**config.mk**
```make
export PLATFORM = sky130hd
export DESIGN_NAME = bresenham_line_rasterizer
export DESIGN_NICKNAME = d
export VERILOG_FILES = /design/src/sv/blr_pkg.sv /design/src/sv/blr_front.sv /design/src/sv/blr_queue.sv /design/src/sv/blr_walk.sv /design/src/sv/bresenham_line_rasterizer.sv
export VERILOG_INCLUDE_DIRS = /design/src /design/src/sv
export SDC_FILE = /design/constraint.sdc
export NUM_CORES = 1
export LEC_CHECK = 0
export ABC_AREA = 1
export BUFFER_PORTS_ARGS = -buffer_cell sky130_fd_sc_hd__buf_2
export CAP_MARGIN = 10
export CORE_MARGIN = 5
export CORE_UTILIZATION = 52
export CTS_BUF_LIST = sky130_fd_sc_hd__clkbuf_4 sky130_fd_sc_hd__clkbuf_8
export DETAILED_ROUTE_END_ITERATION = 6
export PLACE_DENSITY = 0.72
export SKIP_CTS_REPAIR_TIMING = 1
export SLEW_MARGIN = 10
export SYNTH_ARGS = -nofsm -noshare
export SYNTH_HDL_FRONTEND = slang
export SYNTH_SLANG_ARGS = --single-unit
```
**constraint.sdc**
```tcl
create_clock -name clk -period 2.4 [get_ports clk]
set_input_delay 0.24 -clock clk [delete_from_list [all_inputs] [get_ports clk]]
set_output_delay 0.24 -clock clk [all_outputs]
set_load 0.005 [all_outputs]
```
**src/sv/bresenham_line_rasterizer_defines.svh**
```systemverilog
// ----------------------------------------------------------------------------
// bresenham line rasterizer assertion macros
// shorthand for the concurrent checks in the top level
// ----------------------------------------------------------------------------
`ifndef BRESENHAM_LINE_RASTERIZER_DEFINES_SVH
`define BRESENHAM_LINE_RASTERIZER_DEFINES_SVH

// condition must never hold
`define BLR_ASSERT_NEVER(label, clk, rst_n, cond, msg) \
	label: assert property (@(posedge clk) disable iff (!rst_n) !(cond)) else $error(msg);

// antecedent implies consequent in the next cycle
`define BLR_ASSERT_NEXT(label, clk, rst_n, ante, cons, msg) \
	label: assert property (@(posedge clk) disable iff (!rst_n) (ante) |=> (cons)) else $error(msg);

`endif

```
**src/sv/blr_pkg.sv**
```systemverilog
// ----------------------------------------------------------------------------
// blr_pkg
// shared types and constants of the line rasterizer
// ----------------------------------------------------------------------------
package blr_pkg;

	localparam int COORD_BITS = 6;
	// decision variable spans -2*major .. 2*minor, plus sign and margin
	localparam int ERR_BITS   = COORD_BITS + 3;
	// setup queue depth, power of two
	localparam int Q_DEPTH    = 2;
	localparam int Q_PTR_BITS = (Q_DEPTH > 1) ? $clog2(Q_DEPTH) : 1;
	localparam int Q_CNT_BITS = $clog2(Q_DEPTH + 1);

	typedef logic [COORD_BITS-1:0]      coord_t;
	typedef logic signed [ERR_BITS-1:0] err_t;
	typedef logic [Q_PTR_BITS-1:0]      q_ptr_t;
	typedef logic [Q_CNT_BITS-1:0]      q_cnt_t;

	typedef struct packed {
		coord_t start_x;
		coord_t start_y;
		coord_t end_x;
		coord_t end_y;
	} seg_t;

	typedef struct packed {
		coord_t pixel_x;
		coord_t pixel_y;
		logic   last_pixel;
	} pix_t;

	// classified segment, ready to walk
	typedef struct packed {
		coord_t ma0;
		coord_t mi0;
		coord_t major;
		coord_t minor;
		logic   steep;
		logic   down;
	} job_t;

	typedef struct packed {
		logic full;
		logic empty;
	} q_stat_t;

endpackage

```
**src/sv/blr_front.sv**
```systemverilog
// ----------------------------------------------------------------------------
// blr_front
// accepts segments, measures spans and orders endpoints along the major axis
// ----------------------------------------------------------------------------
module blr_front import blr_pkg::*; (
	input  logic    clk,
	input  logic    arst_n,
	input  logic    seg_valid,
	output logic    seg_stall,
	input  seg_t    seg,
	output logic    push,
	output job_t    push_job,
	input  q_stat_t q_stat
);

	logic   valid_s1;
	seg_t   seg_s1;
	coord_t dx_s1;
	coord_t dy_s1;
	logic   steep_s1;

	logic   accept;
	coord_t dx;
	coord_t dy;
	coord_t ma0, mi0, ma1, mi1;
	coord_t major, minor;
	logic   swap;

	assign seg_stall = valid_s1 & q_stat.full;
	assign accept    = seg_valid & ~seg_stall;
	assign push      = valid_s1 & ~q_stat.full;

	assign dx = (seg.end_x > seg.start_x) ? seg.end_x - seg.start_x : seg.start_x - seg.end_x;
	assign dy = (seg.end_y > seg.start_y) ? seg.end_y - seg.start_y : seg.start_y - seg.end_y;

	always_ff @(posedge clk or negedge arst_n) begin
		if (!arst_n) begin
			valid_s1 <= 1'b0;
		end else if (accept) begin
			valid_s1 <= 1'b1;
		end else if (push) begin
			valid_s1 <= 1'b0;
		end
	end

	always_ff @(posedge clk) begin
		if (accept) begin
			seg_s1   <= seg;
			dx_s1    <= dx;
			dy_s1    <= dy;
			steep_s1 <= (dy > dx);
		end
	end

	always_comb begin
		if (steep_s1) begin
			ma0   = seg_s1.start_y;
			mi0   = seg_s1.start_x;
			ma1   = seg_s1.end_y;
			mi1   = seg_s1.end_x;
			major = dy_s1;
			minor = dx_s1;
		end else begin
			ma0   = seg_s1.start_x;
			mi0   = seg_s1.start_y;
			ma1   = seg_s1.end_x;
			mi1   = seg_s1.end_y;
			major = dx_s1;
			minor = dy_s1;
		end
		// walk always runs toward increasing major coordinate
		swap           = ma1 < ma0;
		push_job.ma0   = swap ? ma1 : ma0;
		push_job.mi0   = swap ? mi1 : mi0;
		push_job.major = major;
		push_job.minor = minor;
		push_job.steep = steep_s1;
		push_job.down  = swap ? (mi0 < mi1) : (mi1 < mi0);
	end

endmodule

```
**src/sv/blr_queue.sv**
```systemverilog
// ----------------------------------------------------------------------------
// blr_queue
// small fifo of classified segments between front and walker
// ----------------------------------------------------------------------------
module blr_queue import blr_pkg::*; (
	input  logic    clk,
	input  logic    arst_n,
	input  logic    push,
	input  job_t    push_job,
	input  logic    pop,
	output job_t    head_job,
	output q_stat_t q_stat
);

	job_t   entries_q [Q_DEPTH];
	q_ptr_t wr_q;
	q_ptr_t rd_q;
	q_cnt_t cnt_q;

	assign q_stat.full  = (cnt_q == q_cnt_t'(Q_DEPTH));
	assign q_stat.empty = (cnt_q == '0);
	assign head_job     = entries_q[rd_q];

	always_ff @(posedge clk or negedge arst_n) begin
		if (!arst_n) begin
			wr_q  <= '0;
			rd_q  <= '0;
			cnt_q <= '0;
		end else begin
			if (push) begin
				wr_q <= wr_q + 1'b1;
			end
			if (pop) begin
				rd_q <= rd_q + 1'b1;
			end
			if (push && !pop) begin
				cnt_q <= cnt_q + 1'b1;
			end else if (pop && !push) begin
				cnt_q <= cnt_q - 1'b1;
			end
		end
	end

	always_ff @(posedge clk) begin
		if (push) begin
			entries_q[wr_q] <= push_job;
		end
	end

endmodule

```
**src/sv/blr_walk.sv**
```systemverilog
// ----------------------------------------------------------------------------
// blr_walk
// steps one pixel per unstalled cycle along the major axis into an output reg
// ----------------------------------------------------------------------------
module blr_walk import blr_pkg::*; (
	input  logic    clk,
	input  logic    arst_n,
	input  q_stat_t q_stat,
	input  job_t    head_job,
	output logic    pop,
	output logic    pix_valid,
	input  logic    pix_stall,
	output pix_t    pix
);

	typedef enum logic {
		ST_IDLE,
		ST_RUN
	} state_t;

	state_t state_q;
	coord_t mj_q;
	coord_t mn_q;
	coord_t left_q;
	err_t   err_q;
	err_t   inc_a_q;
	err_t   inc_b_q;
	logic   steep_q;
	logic   down_q;
	logic   pix_valid_q;
	pix_t   pix_q;

	logic   out_adv;
	logic   emit;
	logic   last;
	err_t   minor2;
	err_t   major2;

	assign out_adv = ~pix_valid_q | ~pix_stall;
	assign emit    = (state_q == ST_RUN) & out_adv;
	assign last    = (left_q == '0);
	assign pop     = ~q_stat.empty & ((state_q == ST_IDLE) | (emit & last));

	assign minor2 = err_t'({head_job.minor, 1'b0});
	assign major2 = err_t'({head_job.major, 1'b0});

	assign pix_valid = pix_valid_q;
	assign pix       = pix_q;

	always_ff @(posedge clk or negedge arst_n) begin
		if (!arst_n) begin
			state_q     <= ST_IDLE;
			mj_q        <= '0;
			mn_q        <= '0;
			left_q      <= '0;
			err_q       <= '0;
			inc_a_q     <= '0;
			inc_b_q     <= '0;
			steep_q     <= 1'b0;
			down_q      <= 1'b0;
			pix_valid_q <= 1'b0;
			pix_q       <= '0;
		end else begin
			if (emit) begin
				pix_valid_q      <= 1'b1;
				pix_q.pixel_x    <= steep_q ? mn_q : mj_q;
				pix_q.pixel_y    <= steep_q ? mj_q : mn_q;
				pix_q.last_pixel <= last;
			end else if (!pix_stall) begin
				pix_valid_q <= 1'b0;
			end

			if (pop) begin
				state_q <= ST_RUN;
				mj_q    <= head_job.ma0;
				mn_q    <= head_job.mi0;
				left_q  <= head_job.major;
				err_q   <= minor2 - err_t'(head_job.major);
				inc_a_q <= minor2 - major2;
				inc_b_q <= minor2;
				steep_q <= head_job.steep;
				down_q  <= head_job.down;
			end else if (emit) begin
				if (last) begin
					state_q <= ST_IDLE;
				end else begin
					mj_q   <= mj_q + 1'b1;
					left_q <= left_q - 1'b1;
					// non-negative decision variable steps the minor axis
					if (!err_q[ERR_BITS-1]) begin
						mn_q  <= down_q ? mn_q - 1'b1 : mn_q + 1'b1;
						err_q <= err_q + inc_a_q;
					end else begin
						err_q <= err_q + inc_b_q;
					end
				end
			end
		end
	end

endmodule

```
**src/sv/bresenham_line_rasterizer.sv**
```systemverilog
// ----------------------------------------------------------------------------
// bresenham_line_rasterizer
// emits every pixel of a segment by integer stepping in all octants
// ----------------------------------------------------------------------------
//  channel | signals                     | payload
//  --------+-----------------------------+------------------------------------
//  segment | seg_valid, seg_stall        | seg: start_x start_y end_x end_y
//  pixel   | pix_valid, pix_stall        | pix: pixel_x pixel_y last_pixel
//
//  a segment gives major + 1 pixel items (1 to 64), one per unstalled cycle
//  from the walk stepper; its first pixel passes the front, queue and walker
//  registers to the output register; a two-entry setup queue lets segments
//  enter while the walker is busy; a stall on a held pixel freezes the walker
//  segments stall when the queue is full and the front stage holds one
//  reset clears all valid flags and the walker goes idle
// ----------------------------------------------------------------------------
`include "bresenham_line_rasterizer_defines.svh"

module bresenham_line_rasterizer import blr_pkg::*; (
	input  logic clk,
	input  logic arst_n,
	input  logic seg_valid,
	output logic seg_stall,
	input  seg_t seg,
	output logic pix_valid,
	input  logic pix_stall,
	output pix_t pix
);

	logic    push;
	job_t    push_job;
	logic    pop;
	job_t    head_job;
	q_stat_t q_stat;

	blr_front u_front (
		.clk       (clk),
		.arst_n    (arst_n),
		.seg_valid (seg_valid),
		.seg_stall (seg_stall),
		.seg       (seg),
		.push      (push),
		.push_job  (push_job),
		.q_stat    (q_stat)
	);

	blr_queue u_queue (
		.clk      (clk),
		.arst_n   (arst_n),
		.push     (push),
		.push_job (push_job),
		.pop      (pop),
		.head_job (head_job),
		.q_stat   (q_stat)
	);

	blr_walk u_walk (
		.clk       (clk),
		.arst_n    (arst_n),
		.q_stat    (q_stat),
		.head_job  (head_job),
		.pop       (pop),
		.pix_valid (pix_valid),
		.pix_stall (pix_stall),
		.pix       (pix)
	);

	`BLR_ASSERT_NEVER(a_push_full, clk, arst_n, push && q_stat.full, "push into full queue")
	`BLR_ASSERT_NEVER(a_pop_empty, clk, arst_n, pop && q_stat.empty, "pop from empty queue")
	`BLR_ASSERT_NEXT(a_push_fill, clk, arst_n, push && q_stat.empty, !q_stat.empty, "queue lost item")
	`BLR_ASSERT_NEXT(a_walk_gap, clk, arst_n, pix_valid && !pix_stall && !pix.last_pixel, pix_valid, "gap inside segment")

endmodule
```
After elaboration in Yosys (flattened, before gate mapping)
Memories as Yosys holds them, arrays and structs flattened.
Index checks and enable logic that the tools add are counted.
{ "word_totals": {"regBits": 101, "mem_bits_rw": 52, "in_bits": 28, "output_inout_bits": 15, "elab_cells": 117, "n_memories": 1} }
{ "classes": {"add_sub_neg": 16, "n_lt_le_gt_ge": 6, "n_eq_ne": 4, "muxes": 39, "bitwise_logic": 14, "n_reduce_logical": 13} }
{ "memory_table": {"columns": ["memory", "words", "width", "rd", "rd_clocked_by_memory_dff", "wr", "line_no", "rtl"], "rows": [
  ["u_queue.entries_q", 2, 26, 1, 0, 1, "blr_queue.sv:15", "job_t entries_q [Q_DEPTH];"]
]} }
{ "ops": {"columns": ["operator", "count"], "rows": [
  ["two-way mux 6 bit", 23],
  ["two-way mux 9 bit", 4],
  ["subtractor 6 bit", 4],
  ["greater-than comparator 6 bit", 3],
  ["less-than comparator 6 bit", 3],
  ["adder 6 x 1 -> 6 bit, second input constant", 2],
  ["subtractor 6 x 1 -> 6 bit, second input constant", 2],
  ["two-way mux 1 bit", 10],
  ["adder 9 x 8 -> 9 bit", 1],
  ["adder 9 bit", 1],
  ["nonzero test 2 bit", 4],
  ["subtractor 7 x 6 -> 8 bit", 1],
  ["subtractor 7 x 7 -> 8 bit", 1],
  ["AND 1 bit", 6],
  ["zero test 6 bit", 1],
  ["NOT 1 bit", 6],
  ["two-way mux 2 bit", 2],
  ["inequality test 2 bit, second input constant", 2],
  ["AND reduction 2 bit", 2],
  ["AND reduction 3 bit", 1],
  ["adder 1 bit, second input constant", 2],
  ["adder 2 x 1 -> 2 bit, second input constant", 1],
  ["equality test 2 bit, second input constant", 1],
  ["logical AND 1 bit", 2],
  ["5 further kinds", 7]
]} }

Logic depth before layout (Yosys ltp)
{ "logic_depth": {"depth_word": 9, "ltp_mapped": 20, "ltp_nobuf": 19} }

Modules after synthesis
A second synthesis with hierarchy kept.
{ "unflattened": {"hier_cells": 1081, "area_unflattened_um2": 9396.5} }
{ "by_module_without_submodules": {"columns": ["module", "n_inst", "cells_per_inst", "area_per_inst_um2", "seq_area_each_um2"], "rows": [
  ["blr_walk", 1, 503, 3739.8, 1401.3],
  ["blr_front", 1, 472, 3473.3, 1136.1],
  ["blr_queue", 1, 106, 2183.3, 1661.6]
]} }

Worst setup path after synthesis
OpenSTA, ideal clock, no wires.
{ "synth_timing": {"kind": "input to register", "from": "input seg[6] (netlist bit)", "to": "register u_front.steep_s1 (data pin)", "setup_time_ns": 0.272, "t_arrival_ns": 2.132, "required_time_ns": 2.128, "slack_ns": -0.003, "path_stages": 18, "path_buffers": 0, "path_cell_list": "inv_1 > ha_1 > inv_1 > fa_1 > nand2_1 > nand2_1 > nand2_1 > nand2_1 > nand2_1 > inv_1 > nand2_1 > nand2_1 > ha_1 > nand2_1 > inv_1 > nand3_1 > nor3b_1 > a41oi_1"} }
{ "synth_via": {"elab_chain_len": 3, "elab_cells_between_ends": 5, "cone_classes": "add/sub: 2; order compare: 2; mux: 1"} }
{ "synth_rtl": {"columns": ["item", "line_no", "rtl"], "rows": [
  ["start, declared", "bresenham_line_rasterizer.sv:24", "input seg_t seg,"],
  ["subtractor 6 bit or greater-than comparator 6 bit (tied branches)", "blr_front.sv:33", "assign dx = (seg.end_x > seg.start_x) ? seg.end_x - seg.start_x : seg.start_x - seg.end_x;"],
  ["two-way mux 6 bit *", "blr_front.sv:33", null],
  ["greater-than comparator 6 bit *", "blr_front.sv:51", "steep_s1 <= (dy > dx);"],
  ["end signal, assigned", "blr_front.sv:51", null],
  ["end, declared", "blr_front.sv:20", "logic steep_s1;"]
]} }
Every way passes the cells marked *; elsewhere a longest branch is shown, timed or not.
A chain may end at the register's enable or synchronous reset.

==> flow_metrics.py <==
metrics = {
    "outcome": {
        "status": "finished, final reports clean",
    },
    "logic_synthesis": {
        "ys_top_cells_by_area": "edfxtp_1 30%, dfrtp_1 17%, nand2_1 14%",
        "yosys_warnings": 0,
        "synth_seq_cells": 150,
        "synth_ff_type": "edfxtp_1",
        "yosysSeqAreaShare_pct": 46.7,
        "netlist_area_mm2": 0.00899,
        "synth_fp_nets": 1164,
        "synth_edf_count": 89,
        "yosysTopAreaCellShare_pct": 29.7,
        "synth_top_area_cell": "edfxtp_1",
        "synthArstFlopShare_pct": 40.7,
        "netlist_instances": 1063,
        "ys_types": 39,
        "avgSynthCellArea_um2": 8.45,
    },
    "finish": {
        "ff_latch_area_mm2": 0.00420,
        "synthToLayoutAreaGrowth_pct": 16.1,
        "finalInstanceArea_mm2": 0.0104,
        "multiInputGateArea_mm2": 0.00410,
        "nets": 1279,
        "finalNonFillerCells": 1416,
        "drive_above_1_share_pct": 15.5,
        "n_fill_cell": 1524,
        "antenna_cells": 0,
        "utilization_pct": 61.0,
        "mostFrequentLayoutCells": "327 x nand2_1, 141 x inv_1, 89 x edfxtp_1",
        "mostFrequentLayoutCell": "nand2_1",
    },
    "routing": {
        "via_per_inst": 4.91,
        "vias": 6957,
        "drc": 0,
        "ant_nets": 0,
        "drtIter0Drc": 311,
        "first_pass_iters": 4,
        "wirelength_mm": 17.9,
        "wire_per_inst_um": 12.7,
    },
    "worst_setup_path": {
        "endpoint_kind": "register",
        "r2r_cells": 9,
        "arrival_ns": 2.40,
        "startpoint_type": "register",
        "crit_required_ns": 2.60,
        "crit_fanout": 49,
        "worstSetupPathType": "register to register",
    },
    "timing": {
        "finalMaxSlewViolations": 0,
        "setup_violations": 0,
        "max_slew.worst_pin.slew_ns": 0.472,
        "period_needed_ns": 2.21,
        "min_period_over_period_pct": 92.0,
        "fin_skew_ns": 0.0153,
        "fmax_mhz": 453,
        "hold_viol": 0,
        "tns_ns": 0,
        "max_slew_margin_pct": 68.5,
        "fin_ws_ns": 0.191,
        "holdWs_ns": 0.0183,
    },
    "floorplanning": {
        "die_w_um": 141,
        "initial_core_util_pct": 52.5,
        "ios": 43,
        "rows": 48,
        "core_area_mm2": 0.0171,
        "dieArea_mm2": 0.0200,
        "die_y_um": 141,
    },
    "global_routing": {
        "grt_max_degree": 51,
        "grt_pass1_wl_mm": 30.0,
        "track_usage_pct": 18.5,
        "overflow": 0,
        "first_global_vias": 6553,
        "antenna_found_initial": 0,
    },
    "placement": {
        "place_area_mm2": 0.00993,
        "dp_cells": 1372,
        "port_buffers": 42,
        "gp_congestion": 0.891,
        "dp_hpwl_mm": 13.6,
        "dp_slack_ns": -0.246,
    },
    "min_path": {
        "hold_depth": 3,
        "hold_path.class": "input port to register",
    },
    "power_and_ir_drop": {
        "power.total_mw": 13.5,
        "leakage_nw": 5.16,
        "powerDensity_mw_per_mm2": 1290,
        "ir_drop_uv": 573,
    },
    "clock_network": {
        "clock_tree.buffer_depth": 2,
        "cts_tree": "done",
        "numCtsBuffers": 17,
        "clock_sink_count": 150,
        "clk_latency_ns": 0.46,
        "path_clk_slew_ns": 0.08,
        "root_buffer": "clkbuf_8",
        "htreeDepth": 4,
    },
    "flow_run": {
        "cap_violations": 0,
    },
}
[power by group]
part,switching [mW],total (mW),internal (mW)
combinational,4.29,7.12,2.83
sequential,0.514,4.58,4.07
clock,1.02,1.81,0.787
[cell type report]
class,instances,area share [%]
flip-flops and latches,150,40.3
clock inverters,13,1.04
well taps,225,2.70
repair buffers,129,8.93
clock buffers,19,2.45
inverters,147,5.29
multi-input cells,733,39.3
[cells by family after synthesis]
kind of cell	synth area share (%)
buf+inv	7.92
xor+xnor	3.02
mux	0.668
simple gates	21.9
flops	46.7
compound gates	8.94
fa+ha+maj	10.8
[sequential cells by signal (all words and copies together) (netlist names)]
name	cells
u_front.dx_s1	6
u_front.dy_s1	6
u_front.seg_s1	24
u_front.steep_s1	1
u_front.valid_s1	1
u_queue.cnt_q	2
u_queue.entries_q	52
u_queue.rd_q	1
u_queue.wr_q	1
u_walk.down_q	1
u_walk.err_q	8
u_walk.inc_a_q	7
u_walk.inc_b_q	6
u_walk.left_q	6
u_walk.mj_q	6
u_walk.mn_q	6
u_walk.pix	13
u_walk.pix_valid	1
u_walk.state_q	1
u_walk.steep_q	1
[final timing paths]
kind,from,endpoint,slack [ns]
max,u_front.steep_s1$_DFFE_PP_,u_queue.entries_q[1][23]$_DFFE_PP_,0.19
min,seg_valid,u_front.valid_s1$_DFFE_PN0P_,0.02
max reg2reg,u_front.steep_s1$_DFFE_PP_,u_queue.entries_q[1][23]$_DFFE_PP_,0.19
min reg2reg,u_walk.inc_b_q[2]$_DFFE_PN0P_,u_walk.inc_b_q[2]$_DFFE_PN0P_,0.48
max in group asynchronous,arst_n,u_walk.down_q$_DFFE_PN0P_,1.63
min in group asynchronous,arst_n,u_queue.cnt_q[1]$_DFFE_PN0P_,0.21
[worst max-delay path, cell delays in order (launching register included)]
cell	delay, ns
edfxtp_1	0.42
buf_12	0.19
o21ai_0	0.27
ha_1	0.31
nand2_1	0.10
nor2_1	0.06
a211oi_2	0.20
nand2_2	0.21
nand2_1	0.10
nand2_1	0.08
[cells in the mapped netlist (3+ instances only)]
master	number
xor2_1	27
o21ai_1	11
o211ai_1	6
edfxtp_1	89
clkbuf_1	11
nand2_2	5
mux2i_1	6
o21ai_0	59
inv_2	5
or2_1	3
dfrtp_1	61
or2_2	10
buf_2	15
ha_1	65
a21oi_1	41
xnor2_1	4
a31oi_1	18
inv_1	142
nand3_1	53
fa_1	8
buf_4	4
nand4_1	7
nand2_1	330
nand3b_1	9
nor2_1	56
[routing by layer]
layer  global-route usage (%)  wire, µm  up-vias
met2                     30.7      8670      120
met4                     6.77       387        0
met3                     3.30       641       26
met1                     24.4      8220     3122
li1                         -         -     3689
met5                        0         0        -
Note: power is estimated with default switching activity, not from simulation.
